--- src/slpg_pkg.sv ---
// Shared types, constants and color helpers of the status LED pattern generator.
// No dependencies; slpg_color, the top level and the bench refer to it by scoped names.
package slpg_pkg;

	// Channel and hue wheel constants
	localparam int unsigned CH_W       = 8;
	localparam int unsigned HUE_W      = 9;
	localparam int unsigned HUE_WRAP   = 360;
	localparam int unsigned HUE_SECTOR = 120;
	localparam logic [CH_W-1:0] CH_MAX = 8'd255;

	// Configuration port
	localparam int unsigned CFG_IDX_W  = 3;
	localparam int unsigned CFG_DATA_W = 9;

	typedef enum logic [CFG_IDX_W-1:0] {
		REG_HUE_STEP     = 3'd0,
		REG_READY_HALF   = 3'd1,
		REG_STREAM_HALF  = 3'd2,
		REG_ERROR_HALF   = 3'd3,
		REG_ACK_LENGTH   = 3'd4
	} cfg_reg_t;

	// Register reset values
	localparam logic [HUE_W-1:0] RST_HUE_STEP    = 9'd9;
	localparam logic [7:0]       RST_READY_HALF  = 8'd10;
	localparam logic [7:0]       RST_STREAM_HALF = 8'd5;
	localparam logic [7:0]       RST_ERROR_HALF  = 8'd2;
	localparam logic [7:0]       RST_ACK_LENGTH  = 8'd1;

	// Pattern codes
	typedef enum logic [2:0] {
		PAT_BOOT   = 3'd0,
		PAT_READY  = 3'd1,
		PAT_STREAM = 3'd2,
		PAT_ERROR  = 3'd3
	} pattern_t;

	// What the color stage needs to know about one tick
	typedef struct packed {
		logic [2:0]       pattern;
		logic             white;
		logic [HUE_W-1:0] hue_phase;
		logic             ready_on;
		logic             stream_on;
		logic             error_on;
	} view_t;

	// Linear ramp over one sector: x*255/120 == x*17/8 for x in 0..120
	function automatic logic [CH_W-1:0] ramp(input logic [6:0] x);
		logic [10:0] p;
		p = {4'd0, x} * 11'd17;
		return p[10:3];
	endfunction

endpackage

--- src/slpg_if.sv ---
// Valid/ready channel interfaces of the status LED pattern generator.
// Depends on nothing; field widths match slpg_pkg.

// One display tick: pattern code and acknowledge request
interface slpg_tick_if;
	logic       valid;
	logic       ready;
	logic [2:0] pattern;
	logic       ack_request;

	modport source (output valid, output pattern, output ack_request, input ready);
	modport sink   (input valid, input pattern, input ack_request, output ready);
endinterface

// One RGB color result
interface slpg_rgb_if;
	logic       valid;
	logic       ready;
	logic [7:0] red;
	logic [7:0] green;
	logic [7:0] blue;

	modport source (output valid, output red, output green, output blue, input ready);
	modport sink   (input valid, input red, input green, input blue, output ready);
endinterface

--- src/slpg_blink.sv ---
// One blink generator: half-period counter and on/off level.
// Uses no package items; instantiated by the top level once per blinking pattern.
module slpg_blink #(
	parameter int unsigned HP_W = 8
) (
	input  logic       clk,
	input  logic       arst_n,
	input  logic       advance,
	input  logic [7:0] half_ticks,
	output logic       level
);

	logic [HP_W-1:0] count_q;
	logic            level_q;
	logic [HP_W-1:0] lim;
	logic [HP_W-1:0] count_inc;
	logic            wrap;

	// Limit is the half-period cut to the counter width; zero counts as one
	always_comb begin
		lim = HP_W'(half_ticks);
		if (lim == '0) begin
			lim = HP_W'(1);
		end
		count_inc = count_q + HP_W'(1);
		wrap      = (count_inc >= lim) || (count_inc == '0);
	end

	// Advance the count; toggle the level at the end of each half-period
	always_ff @(posedge clk or negedge arst_n) begin
		if (!arst_n) begin
			count_q <= '0;
			level_q <= 1'b1;
		end else if (advance) begin
			if (wrap) begin
				count_q <= '0;
				level_q <= ~level_q;
			end else begin
				count_q <= count_inc;
			end
		end
	end

	assign level = level_q;

endmodule

--- src/slpg_color.sv ---
// Color selection for one tick: white flash, hue wheel, blinks or black.
// Depends on slpg_pkg for the view struct, pattern codes and the ramp function.
module slpg_color (
	input  slpg_pkg::view_t view,
	output logic [7:0]      red,
	output logic [7:0]      green,
	output logic [7:0]      blue
);

	logic [8:0] h;
	logic [8:0] ofs;
	logic [6:0] s;
	logic [7:0] rise;
	logic [7:0] fall;
	logic [1:0] sector;

	// Split the hue into sector and offset within it
	always_comb begin
		h = view.hue_phase;
		if (h < 9'(slpg_pkg::HUE_SECTOR)) begin
			sector = 2'd0;
			ofs    = h;
		end else if (h < 9'(2 * slpg_pkg::HUE_SECTOR)) begin
			sector = 2'd1;
			ofs    = h - 9'(slpg_pkg::HUE_SECTOR);
		end else begin
			sector = 2'd2;
			ofs    = h - 9'(2 * slpg_pkg::HUE_SECTOR);
		end
		s    = ofs[6:0];
		rise = slpg_pkg::ramp(s);
		fall = slpg_pkg::ramp(7'(slpg_pkg::HUE_SECTOR) - s);
	end

	// Pick the color; the flash overrides every pattern
	always_comb begin
		red   = '0;
		green = '0;
		blue  = '0;
		if (view.white) begin
			red   = slpg_pkg::CH_MAX;
			green = slpg_pkg::CH_MAX;
			blue  = slpg_pkg::CH_MAX;
		end else begin
			unique case (view.pattern)
				slpg_pkg::PAT_BOOT: begin
					unique case (sector)
						2'd0: begin
							red   = fall;
							green = rise;
						end
						2'd1: begin
							green = fall;
							blue  = rise;
						end
						default: begin
							red  = rise;
							blue = fall;
						end
					endcase
				end
				slpg_pkg::PAT_READY: begin
					if (view.ready_on) begin
						green = slpg_pkg::CH_MAX;
					end
				end
				slpg_pkg::PAT_STREAM: begin
					if (view.stream_on) begin
						green = slpg_pkg::CH_MAX;
						blue  = slpg_pkg::CH_MAX;
					end
				end
				slpg_pkg::PAT_ERROR: begin
					if (view.error_on) begin
						red = slpg_pkg::CH_MAX;
					end
				end
				default: begin
					red = '0;
				end
			endcase
		end
	end

endmodule

--- src/status_led_pattern_generator.sv ---
// Status LED pattern generator: takes one display tick per cycle while colors are taken and
// returns one RGB color per tick. A taken tick is held in the input register; its color is
// loaded into the color register when the color stage fires and is offered from then on.
// The tick channel stays ready whenever the input register is empty or its tick moves on in
// the same cycle; it stalls only when a color waits untaken and a second tick is already held.
// One tick per cycle is sustained as long as colors are taken. The single color stage also
// advances the hue phase, the three blink counters and the acknowledge flash once per tick.
// Depends on slpg_pkg, slpg_if, slpg_blink and slpg_color.
module status_led_pattern_generator #(
	parameter int unsigned HALF_PERIOD_BITS = 8
) (
	input  logic                                clk,
	input  logic                                arst_n,
	slpg_tick_if.sink                           tick,
	slpg_rgb_if.source                          led,
	input  logic                                cfg_write,
	input  logic [slpg_pkg::CFG_IDX_W-1:0]      cfg_index,
	input  logic [slpg_pkg::CFG_DATA_W-1:0]     cfg_data
);

	// Configuration registers
	logic [8:0] hue_step_q;
	logic [7:0] ready_half_q;
	logic [7:0] stream_half_q;
	logic [7:0] error_half_q;
	logic [7:0] ack_length_q;
	logic [8:0] step_mod;

	// Pipeline and state
	logic       v_s1;
	logic [2:0] pattern_s1;
	logic       ack_s1;
	logic       v_s2;
	logic [7:0] red_s2;
	logic [7:0] green_s2;
	logic [7:0] blue_s2;
	logic [8:0] hue_phase_q;
	logic       ack_active_q;
	logic [7:0] ack_count_q;

	logic       fire;
	logic       ack_on;
	logic [7:0] ack_cnt;
	logic [7:0] ack_inc;
	logic [7:0] ack_lim;
	logic       ack_done;
	logic [9:0] hue_sum;
	logic [8:0] hue_next;
	logic       ready_on;
	logic       stream_on;
	logic       error_on;
	logic [7:0] red_c;
	logic [7:0] green_c;
	logic [7:0] blue_c;
	slpg_pkg::view_t view;

	// Store the hue step already reduced below 360
	assign step_mod = (cfg_data >= 9'(slpg_pkg::HUE_WRAP)) ?
		cfg_data - 9'(slpg_pkg::HUE_WRAP) : cfg_data;

	always_ff @(posedge clk or negedge arst_n) begin
		if (!arst_n) begin
			hue_step_q    <= slpg_pkg::RST_HUE_STEP;
			ready_half_q  <= slpg_pkg::RST_READY_HALF;
			stream_half_q <= slpg_pkg::RST_STREAM_HALF;
			error_half_q  <= slpg_pkg::RST_ERROR_HALF;
			ack_length_q  <= slpg_pkg::RST_ACK_LENGTH;
		end else if (cfg_write) begin
			unique case (slpg_pkg::cfg_reg_t'(cfg_index))
				slpg_pkg::REG_HUE_STEP:    hue_step_q    <= step_mod;
				slpg_pkg::REG_READY_HALF:  ready_half_q  <= cfg_data[7:0];
				slpg_pkg::REG_STREAM_HALF: stream_half_q <= cfg_data[7:0];
				slpg_pkg::REG_ERROR_HALF:  error_half_q  <= cfg_data[7:0];
				slpg_pkg::REG_ACK_LENGTH:  ack_length_q  <= cfg_data[7:0];
				default: begin
					hue_step_q <= hue_step_q;
				end
			endcase
		end
	end

	// Handshake: the color stage fires when its result register is free or being drained
	assign fire       = v_s1 && (!v_s2 || led.ready);
	assign tick.ready = !v_s1 || fire;

	// Hold the accepted tick in the input register
	always_ff @(posedge clk or negedge arst_n) begin
		if (!arst_n) begin
			v_s1 <= 1'b0;
		end else if (tick.ready) begin
			v_s1 <= tick.valid;
		end
	end

	always_ff @(posedge clk) begin
		if (tick.valid && tick.ready) begin
			pattern_s1 <= tick.pattern;
			ack_s1     <= tick.ack_request;
		end
	end

	// Acknowledge flash: a request restarts it, then it counts shown ticks
	always_comb begin
		ack_on  = ack_s1 || ack_active_q;
		ack_cnt = ack_s1 ? 8'd0 : ack_count_q;
		ack_inc = ack_cnt + 8'd1;
		ack_lim = (ack_length_q == 8'd0) ? 8'd1 : ack_length_q;
		ack_done = (ack_inc >= ack_lim) || (ack_inc == 8'd0);
	end

	// Hue phase advance modulo 360
	always_comb begin
		hue_sum  = {1'b0, hue_phase_q} + {1'b0, hue_step_q};
		hue_next = (hue_sum >= 10'(slpg_pkg::HUE_WRAP)) ?
			9'(hue_sum - 10'(slpg_pkg::HUE_WRAP)) : hue_sum[8:0];
	end

	always_ff @(posedge clk or negedge arst_n) begin
		if (!arst_n) begin
			hue_phase_q  <= '0;
			ack_active_q <= 1'b0;
			ack_count_q  <= '0;
		end else if (fire) begin
			hue_phase_q <= hue_next;
			if (ack_on) begin
				ack_active_q <= !ack_done;
				ack_count_q  <= ack_done ? 8'd0 : ack_inc;
			end
		end
	end

	// Blink generators advance on every tick
	slpg_blink #(.HP_W(HALF_PERIOD_BITS)) u_ready_blink (
		.clk        (clk),
		.arst_n     (arst_n),
		.advance    (fire),
		.half_ticks (ready_half_q),
		.level      (ready_on)
	);

	slpg_blink #(.HP_W(HALF_PERIOD_BITS)) u_stream_blink (
		.clk        (clk),
		.arst_n     (arst_n),
		.advance    (fire),
		.half_ticks (stream_half_q),
		.level      (stream_on)
	);

	slpg_blink #(.HP_W(HALF_PERIOD_BITS)) u_error_blink (
		.clk        (clk),
		.arst_n     (arst_n),
		.advance    (fire),
		.half_ticks (error_half_q),
		.level      (error_on)
	);

	// Render the color from the state as it stands before the advance
	always_comb begin
		view.pattern   = pattern_s1;
		view.white     = ack_on;
		view.hue_phase = hue_phase_q;
		view.ready_on  = ready_on;
		view.stream_on = stream_on;
		view.error_on  = error_on;
	end

	slpg_color u_color (
		.view  (view),
		.red   (red_c),
		.green (green_c),
		.blue  (blue_c)
	);

	// Result register
	always_ff @(posedge clk or negedge arst_n) begin
		if (!arst_n) begin
			v_s2 <= 1'b0;
		end else if (fire) begin
			v_s2 <= 1'b1;
		end else if (led.ready) begin
			v_s2 <= 1'b0;
		end
	end

	always_ff @(posedge clk) begin
		if (fire) begin
			red_s2   <= red_c;
			green_s2 <= green_c;
			blue_s2  <= blue_c;
		end
	end

	assign led.valid = v_s2;
	assign led.red   = red_s2;
	assign led.green = green_s2;
	assign led.blue  = blue_s2;

endmodule

--- src/flat_wrapper.sv ---
// flat-port wrapper written by rule: the top's interface ports become plain ports
module status_led_pattern_generator_flat 
#(
	parameter int unsigned HALF_PERIOD_BITS = 8
)
  (clk, arst_n, cfg_write, cfg_index, cfg_data, tick_valid, tick_pattern, tick_ack_request, tick_ready, led_valid, led_red, led_green, led_blue, led_ready);
  slpg_tick_if tick_i ();
  slpg_rgb_if led_i ();
  input  logic clk;
  input  logic arst_n;
  input  logic cfg_write;
  input  logic [slpg_pkg::CFG_IDX_W-1:0] cfg_index;
  input  logic [slpg_pkg::CFG_DATA_W-1:0] cfg_data;
  input wire logic [$bits(tick_i.valid)-1:0] tick_valid;
  input wire logic [$bits(tick_i.pattern)-1:0] tick_pattern;
  input wire logic [$bits(tick_i.ack_request)-1:0] tick_ack_request;
  output wire logic [$bits(tick_i.ready)-1:0] tick_ready;
  output wire logic [$bits(led_i.valid)-1:0] led_valid;
  output wire logic [$bits(led_i.red)-1:0] led_red;
  output wire logic [$bits(led_i.green)-1:0] led_green;
  output wire logic [$bits(led_i.blue)-1:0] led_blue;
  input wire logic [$bits(led_i.ready)-1:0] led_ready;
  assign tick_i.valid = tick_valid;
  assign tick_i.pattern = tick_pattern;
  assign tick_i.ack_request = tick_ack_request;
  assign tick_ready = tick_i.ready;
  assign led_valid = led_i.valid;
  assign led_red = led_i.red;
  assign led_green = led_i.green;
  assign led_blue = led_i.blue;
  assign led_i.ready = led_ready;
  status_led_pattern_generator #(.HALF_PERIOD_BITS(HALF_PERIOD_BITS)) u_core (.clk(clk), .arst_n(arst_n), .tick(tick_i), .led(led_i), .cfg_write(cfg_write), .cfg_index(cfg_index), .cfg_data(cfg_data));
endmodule
--- config.mk ---
export PLATFORM = sky130hd
export DESIGN_NAME = status_led_pattern_generator_flat
export DESIGN_NICKNAME = d
export VERILOG_FILES = /design/src/slpg_pkg.sv /design/src/slpg_if.sv /design/src/slpg_blink.sv /design/src/slpg_color.sv /design/src/status_led_pattern_generator.sv /design/src/flat_wrapper.sv
export SDC_FILE = /design/constraint.sdc
export NUM_CORES = 1
export LEC_CHECK = 0
export BUFFER_PORTS_ARGS = -buffer_cell sky130_fd_sc_hd__buf_2
export CORE_ASPECT_RATIO = 1.4
export CORE_MARGIN = 2
export CORE_UTILIZATION = 62
export DETAILED_ROUTE_END_ITERATION = 12
export MAX_ROUTING_LAYER = met4
export PLACE_DENSITY_LB_ADDON = 0.05
export SLEW_MARGIN = 10
export SYNTH_ARGS = -nofsm -noshare
export SYNTH_HDL_FRONTEND = slang
export SYNTH_HIERARCHICAL = 1
export SYNTH_SLANG_ARGS = --single-unit
--- constraint.sdc ---
create_clock -name clk -period 4.6 [get_ports clk]
set_input_delay 0.46 -clock clk [delete_from_list [all_inputs] [get_ports clk]]
set_output_delay 0.46 -clock clk [all_outputs]
set_load 0.1 [all_outputs]
* Word-level counts from Yosys, hierarchy flattened
Index checks and enable logic that the tools add are counted.
Storage, ports and cells: logic and storage cells 111, input port bits 21, bits in registers 116, output and inout bits 26
Operators by class: muxes and demuxes 26, equality and inequality tests 8, bitwise operators 3, multiply operators 2, $add $sub $neg 10, reduce and logical (&&, ||, !) cells 33, $lt $le $gt $ge 8
Operators with widths (number):
- two-way mux 8 bit | 12
- case mux 8 bit (2 select lines) | 5
- zero test 8 bit | 8
- adder 8 x 1 -> 8 bit (second input constant) | 4
- greater-or-equal comparator 8 bit | 4
- case mux 8 bit (3 select lines) | 1
- multiplier 7 x 5 -> 11 bit (second input constant) | 2
- two-way mux 9 bit | 2
- AND reduction 2 bit | 9
- subtractor 9 bit (second input constant) | 2
- two-way mux 7 bit | 2
- subtractor 7 bit (second input constant) | 2
- equality test 3 x 2 -> 1 bit (second input constant) | 4
- adder 9 x 9 -> 10 bit | 1
- greater-or-equal comparator 10 x 9 -> 1 bit (second input constant) | 1
- greater-or-equal comparator 9 bit (second input constant) | 1
- < comparator 9 x 7 -> 1 bit (second input constant) | 1
- < comparator 9 x 8 -> 1 bit (second input constant) | 1
- logical OR 1 bit | 7
- subtractor 7 bit (first input constant) | 1
- equality test 3 x 1 -> 1 bit (second input constant) | 2
- zero test 3 bit | 2
- two-way mux 2 bit | 2
- equality test 3 bit (second input constant) | 1
- other kinds (7) | 13

* Logic depth before layout (Yosys ltp)
depth after elaboration 7, mapped depth 14, gate-level depth less buffers 13

* Cells and area by module
The synthesis kept the hierarchy.
By module, submodules not included:
- status_led_pattern_generator | cells an instance 367, area each 4291.6 µm², seq. area each 2377.3 µm², times used 1
- slpg_blink | cells an instance 88, area each 769.5 µm², seq. area each 226.5 µm², times used 3
- slpg_color | cells an instance 155, area each 1234.9 µm², seq. area each 0.0 µm², times used 1

* Worst setup path before layout
No wires, ideal clock.
path kind register to register, start register u_core.hue_phase_q[4], end register u_core.green_s2[6] (netlist: u_core/led.green[6]) (data pin), data required time 4318 ps, period minus slack after synthesis 3548 ps, library setup time 282 ps, arrival 3266 ps, path buffers 0, stages on the path, launching flop included 13, setup slack 1052 ps, cells stage by stage dfrtp_1 ha_1 a311oi_4 mux2i_2 a211oi_2 xnor2_1 ha_1 ha_1 fa_1 a21o_1 nand2_1 xor2_1 o221ai_1
Between the ends: cells in the longest elaborated chain, start to end 7, elaborated cells on any way between the ends 15, those cells by class 3 x add/sub; 2 x mul; 2 x order compare; 1 x eq/ne; 6 x mux; 1 x reduce/logical
Ends and longest elaborated chain:
- from (decl) | RTL line status_led_pattern_generator.sv:37 | logic [8:0] hue_phase_q;
- from (signal assigned) | RTL line status_led_pattern_generator.sv:124 | hue_phase_q <= hue_next;
- < comparator 9 x 8 -> 1 bit (tied with other cells) | RTL line slpg_color.sv:23 | end else if (h < 9'(2 * slpg_pkg::HUE_SECTOR)) begin
- two-way mux 7 bit | RTL line slpg_color.sv:23
- two-way mux 7 bit | RTL line slpg_color.sv:20 | if (h < 9'(slpg_pkg::HUE_SECTOR)) begin
- subtractor 7 bit | RTL line slpg_color.sv:32 | fall = slpg_pkg::ramp(7'(slpg_pkg::HUE_SECTOR) - s);
- multiplier 7 x 5 -> 11 bit | RTL line slpg_pkg.sv:52 | p = {4'd0, x} * 11'd17;
- case mux 8 bit (2 select lines) (*) | RTL line slpg_color.sv:47 | unique case (sector)
- case mux 8 bit (3 select lines) (*) | RTL line slpg_color.sv:45 | unique case (view.pattern)
- to (signal assigned) | RTL line status_led_pattern_generator.sv:188 | green_s2 <= green_c;
- to (decl) | RTL line status_led_pattern_generator.sv:35 | logic [7:0] green_s2;
Mark *: on every way between the ends. The rest lies on a longest branch, timed or not. A chain may end at the register's enable or synchronous reset.

* Final worst setup path
start register u_core.hue_phase_q[4], end register u_core.blue_s2[7] (netlist: u_core/led.blue[7]) (data pin)
Between the ends: cells in the longest elaborated chain, start to end 7, elaborated cells on any way between the ends 15, those cells by class 3 x add/sub; 2 x mul; 2 x order compare; 1 x eq/ne; 6 x mux; 1 x reduce/logical
Ends and longest elaborated chain:
- < comparator 9 x 8 -> 1 bit (tied with other cells) | RTL line slpg_color.sv:23
- two-way mux 7 bit | RTL line slpg_color.sv:23
- two-way mux 7 bit | RTL line slpg_color.sv:20
- subtractor 7 bit | RTL line slpg_color.sv:32
- multiplier 7 x 5 -> 11 bit | RTL line slpg_pkg.sv:52
- case mux 8 bit (2 select lines) (*) | RTL line slpg_color.sv:47
- case mux 8 bit (2 select lines) (*) | RTL line slpg_color.sv:45
- to (signal assigned) | RTL line status_led_pattern_generator.sv:189 | blue_s2 <= blue_c;
- to (decl) | RTL line status_led_pattern_generator.sv:36 | logic [7:0] blue_s2;
Marks and branches as above.

==> metrics.md <==
| Metric | Value |
|---|---|
| Synth unique cells | 83 |
| CP Data Required Time | 4700 ps |
| Worst-path cell chain | ha_1 > a311o_1 > nand2_4 > xnor2_4 > nand4_1 > xnor2_2 > ha_1 > ha_1 > a21o_1 > a21o_1 > nand3_2 > xor2_1 > o221ai_1 |
| CTS tree | done |
| Core area | 12300 µm² |
| Longest Clk Path Bufs | 2 |
| Starting Density | 63.6% |
| # Max-Cap Violations | 0 |
| Maximum operating frequency | 246 MHz |
| Synth Instances | 786 |
| Vias per Instance | 6.24 |
| Setup TNS | 0 ps |
| Worst setup EP type | register |
| Wire length per cell | 17.8 µm |
| CTS buffer count | 17 |
| Routed wire length | 17700 µm |
| HPWL Detailed | 12800 µm |
| Cell family with most CP delay | compound AO/OA/AOI/OAI gates |
| Fin cells | 994 |
| RePlAce Congestion | 0.951 |
| Die width | 99.0 µm |
| Mapped Area | 7840 µm² |
| CTS sink count | 116 |
| Count of final hold-check violations | 0 |
| RSZ-0062 raised after global routing | no |
| Post-route setup slack | 528 ps |
| CTS clk-pin slew, worst paths | 50 ps |
| Final worst-path cycle share | 88.5% |
| Chip height | 137 µm |
| PD cells | 757 nW/µm² |
| #FFs+latches synth | 116 |
| Share of cells above drive strength 1 | 18.4% |
| Pins Over Slew Limit | 0 |
| Final ANT Viol Nets | 0 |
| Largest net degree at the start of global routing | 89 |
| CTS resizes | 0 |
| Final min period | 4070 ps |
| Pre-Repair DR Iteration Count | 5 |
| Area growth from synthesis to layout | 11.4% |
| H-tree Lvls | 4 |
| Mapped Nets | 873 |
| Clk_lat worst skew | 410 ps |
| Ant diodes | 0 |
| Die footprint | 13600 µm² |
| Global-route wire length before repair | 29300 µm |
| Pre-CTS WS | 555 ps |
| Async set or reset register ratio after synthesis | 75.9% |
| Num rows | 48 |
| Commonest cells after routing, fill and taps aside | nand2_1, dfrtp_1, ha_1 |
| Peak VDD IR | 0.341 mV |
| I/O pins | 47 |
| Critical Path AT | 4170 ps |
| Vias in the first global route | 6235 |
| Slew at the pin closest to its max-slew limit | 833 ps |
| Startpoint Class | register |
| YS warnings | 6 |
| Hold Path Class | input port to async pin |
| Gr ovfl total | 0 |
| WP buf/inv | 0 |
| CP max stage cell | a311o_1 |
| Max stage delay on crit path | 590 ps |
| Initial antenna violation count | 0 |
| DR iter-0 viols | 309 |
| Count of final setup violators | 0 |
| Final Net Count | 918 |
| Inst Count DP | 962 |
| Max FO, Critical Path | 11 |
| Leading cell type in the layout, fill and taps excluded | nand2_1 |
| CP dominant cell by count | ha_1 |
| Type of the worst setup path | register to register |
| Post-synth EDFFs | 28 |
| GRT Util Overall | 27.9% |
| Post CTS Setup Buffer Count | 0 |
| Top FF cell, synth | dfrtp_1 |
| Pleak | 3.83 nW |
| Post-CTS Hold Fix Bufs | 0 |
| Post-route DRC violation count | 0 |
| Setup Skew | 9.21 ps |
| Status | finished, final reports clean |
| PnR Total Power | 0.00661 W |
| Clk Tree Root Cell | clkbuf_16 |
| Port bufs | 46 |
| Filler cells | 918 |
| Via count | 6202 |
| Post-synthesis sequential area ratio | 39.0% |
| Syn Area/Cell | 9.97 µm² |
| Max-slew headroom | 44.1% |
-- logic make-up after synthesis --
group / Yosys count / synth area share [%]
xor+xnor: 49 / 6.00
fa+ha+maj: 66 / 10.8
compound gates: 204 / 20.0
buf+inv: 84 / 4.52
flops: 116 / 39.0
mux: 29 / 4.15
simple gates: 238 / 15.5
-- report_power, final --
part | switching (W) | internal (W)
registers | 0.000336 | 0.00134
logic | 0.00221 | 0.00145
clock network | 0.000442 | 0.000836
-- state kept, by name, indices dropped and copies added, names as in the netlist, 3 cells and up --
signal / cells
u_core/ack_length_q: 8
u_core/ack_count_q: 8
u_core/ready_half_q: 8
u_core/error_half_q: 8
u_core/led.red: 8
u_core/u_error_blink/count_q: 8
u_core/pattern_s1: 3
u_core/u_stream_blink/count_q: 8
u_core/led.blue: 8
u_core/hue_step_q: 9
u_core/hue_phase_q: 9
u_core/stream_half_q: 8
u_core/led.green: 8
u_core/u_ready_blink/count_q: 8
-- through the flow --
step | util [%] | hold WS [ps] | cell area (µm²)
after floorplan | - | 164 | 7840
after global placement | 66.2 | 451 | 8150
after CTS | 70.8 | 213 | 8720
final | 70.9 | 88.8 | 8730
after detailed placement | 66.2 | 458 | 8150
after global routing | 70.9 | 197 | 8730
-- path summary, 6_finish.rpt --
path / to / startpoint / slack [ps] / depth (start not counted)
min in group clk: u_core/pattern_s1[0] / tick_pattern[0] / 230 / 1
max reg2reg: u_core/led.blue[7] / u_core/hue_phase_q[4] / 530 / 13
min: u_core/u_ready_blink/count_q[3] / arst_n / 90 / 1
max in group asynchronous: u_core/ack_active_q / arst_n / 3920 / 1
min reg2reg: u_core/ack_active_q / u_core/ack_active_q / 470 / 1
max: u_core/led.blue[7] / u_core/hue_phase_q[4] / 530 / 13
-- final cells by class --
type                       instances  area (µm²)  share of cell area (%)
multi-input combinational        586        4420                    50.7
sequential                       116        3060                    35.0
clock inverter                     6        80.1                   0.918
inverter                          61         229                    2.62
clock buffer                      26         489                    5.61
timing repair buffer              49         259                    2.97
tap                              150         188                    2.15
-- routing by layer --
metal	wire length [µm]	GRT usage, %
met4	644	13.5
met2	9470	50.0
met5	0	-
met1	7040	29.6
met3	588	4.75
-- cell usage after synthesis, types with 7 or more instances --
master    instances  share of area (%)
xor2_1           16                1.8
mux2_2           24                3.4
o21ai_1          10               0.64
a21oi_1          29                1.9
nor3_1            9               0.57
a211o_1           8               0.89
nor2b_1           7               0.56
nand3_1          20                1.3
xnor2_1          29                3.2
o22ai_1           8               0.64
dfstp_2          11                3.7
a22oi_1           7               0.67
clkbuf_1         12               0.57
ha_1             63                 10
edfxtp_1         28                 11
inv_1            60                2.9
a21o_1           11                1.1
nand2b_1         18                1.4
nand3b_1          7               0.67
o21ai_0          51                3.3
nor2_1           27                1.3
a22o_1            8               0.89
nor4_1            7               0.56
nand2_1          94                4.5
nand4_1          11               0.88
or3_1             9               0.72
buf_2             7               0.45
dfrtp_1          77                 25
No activity file was read; power rests on OpenSTA's default activity.
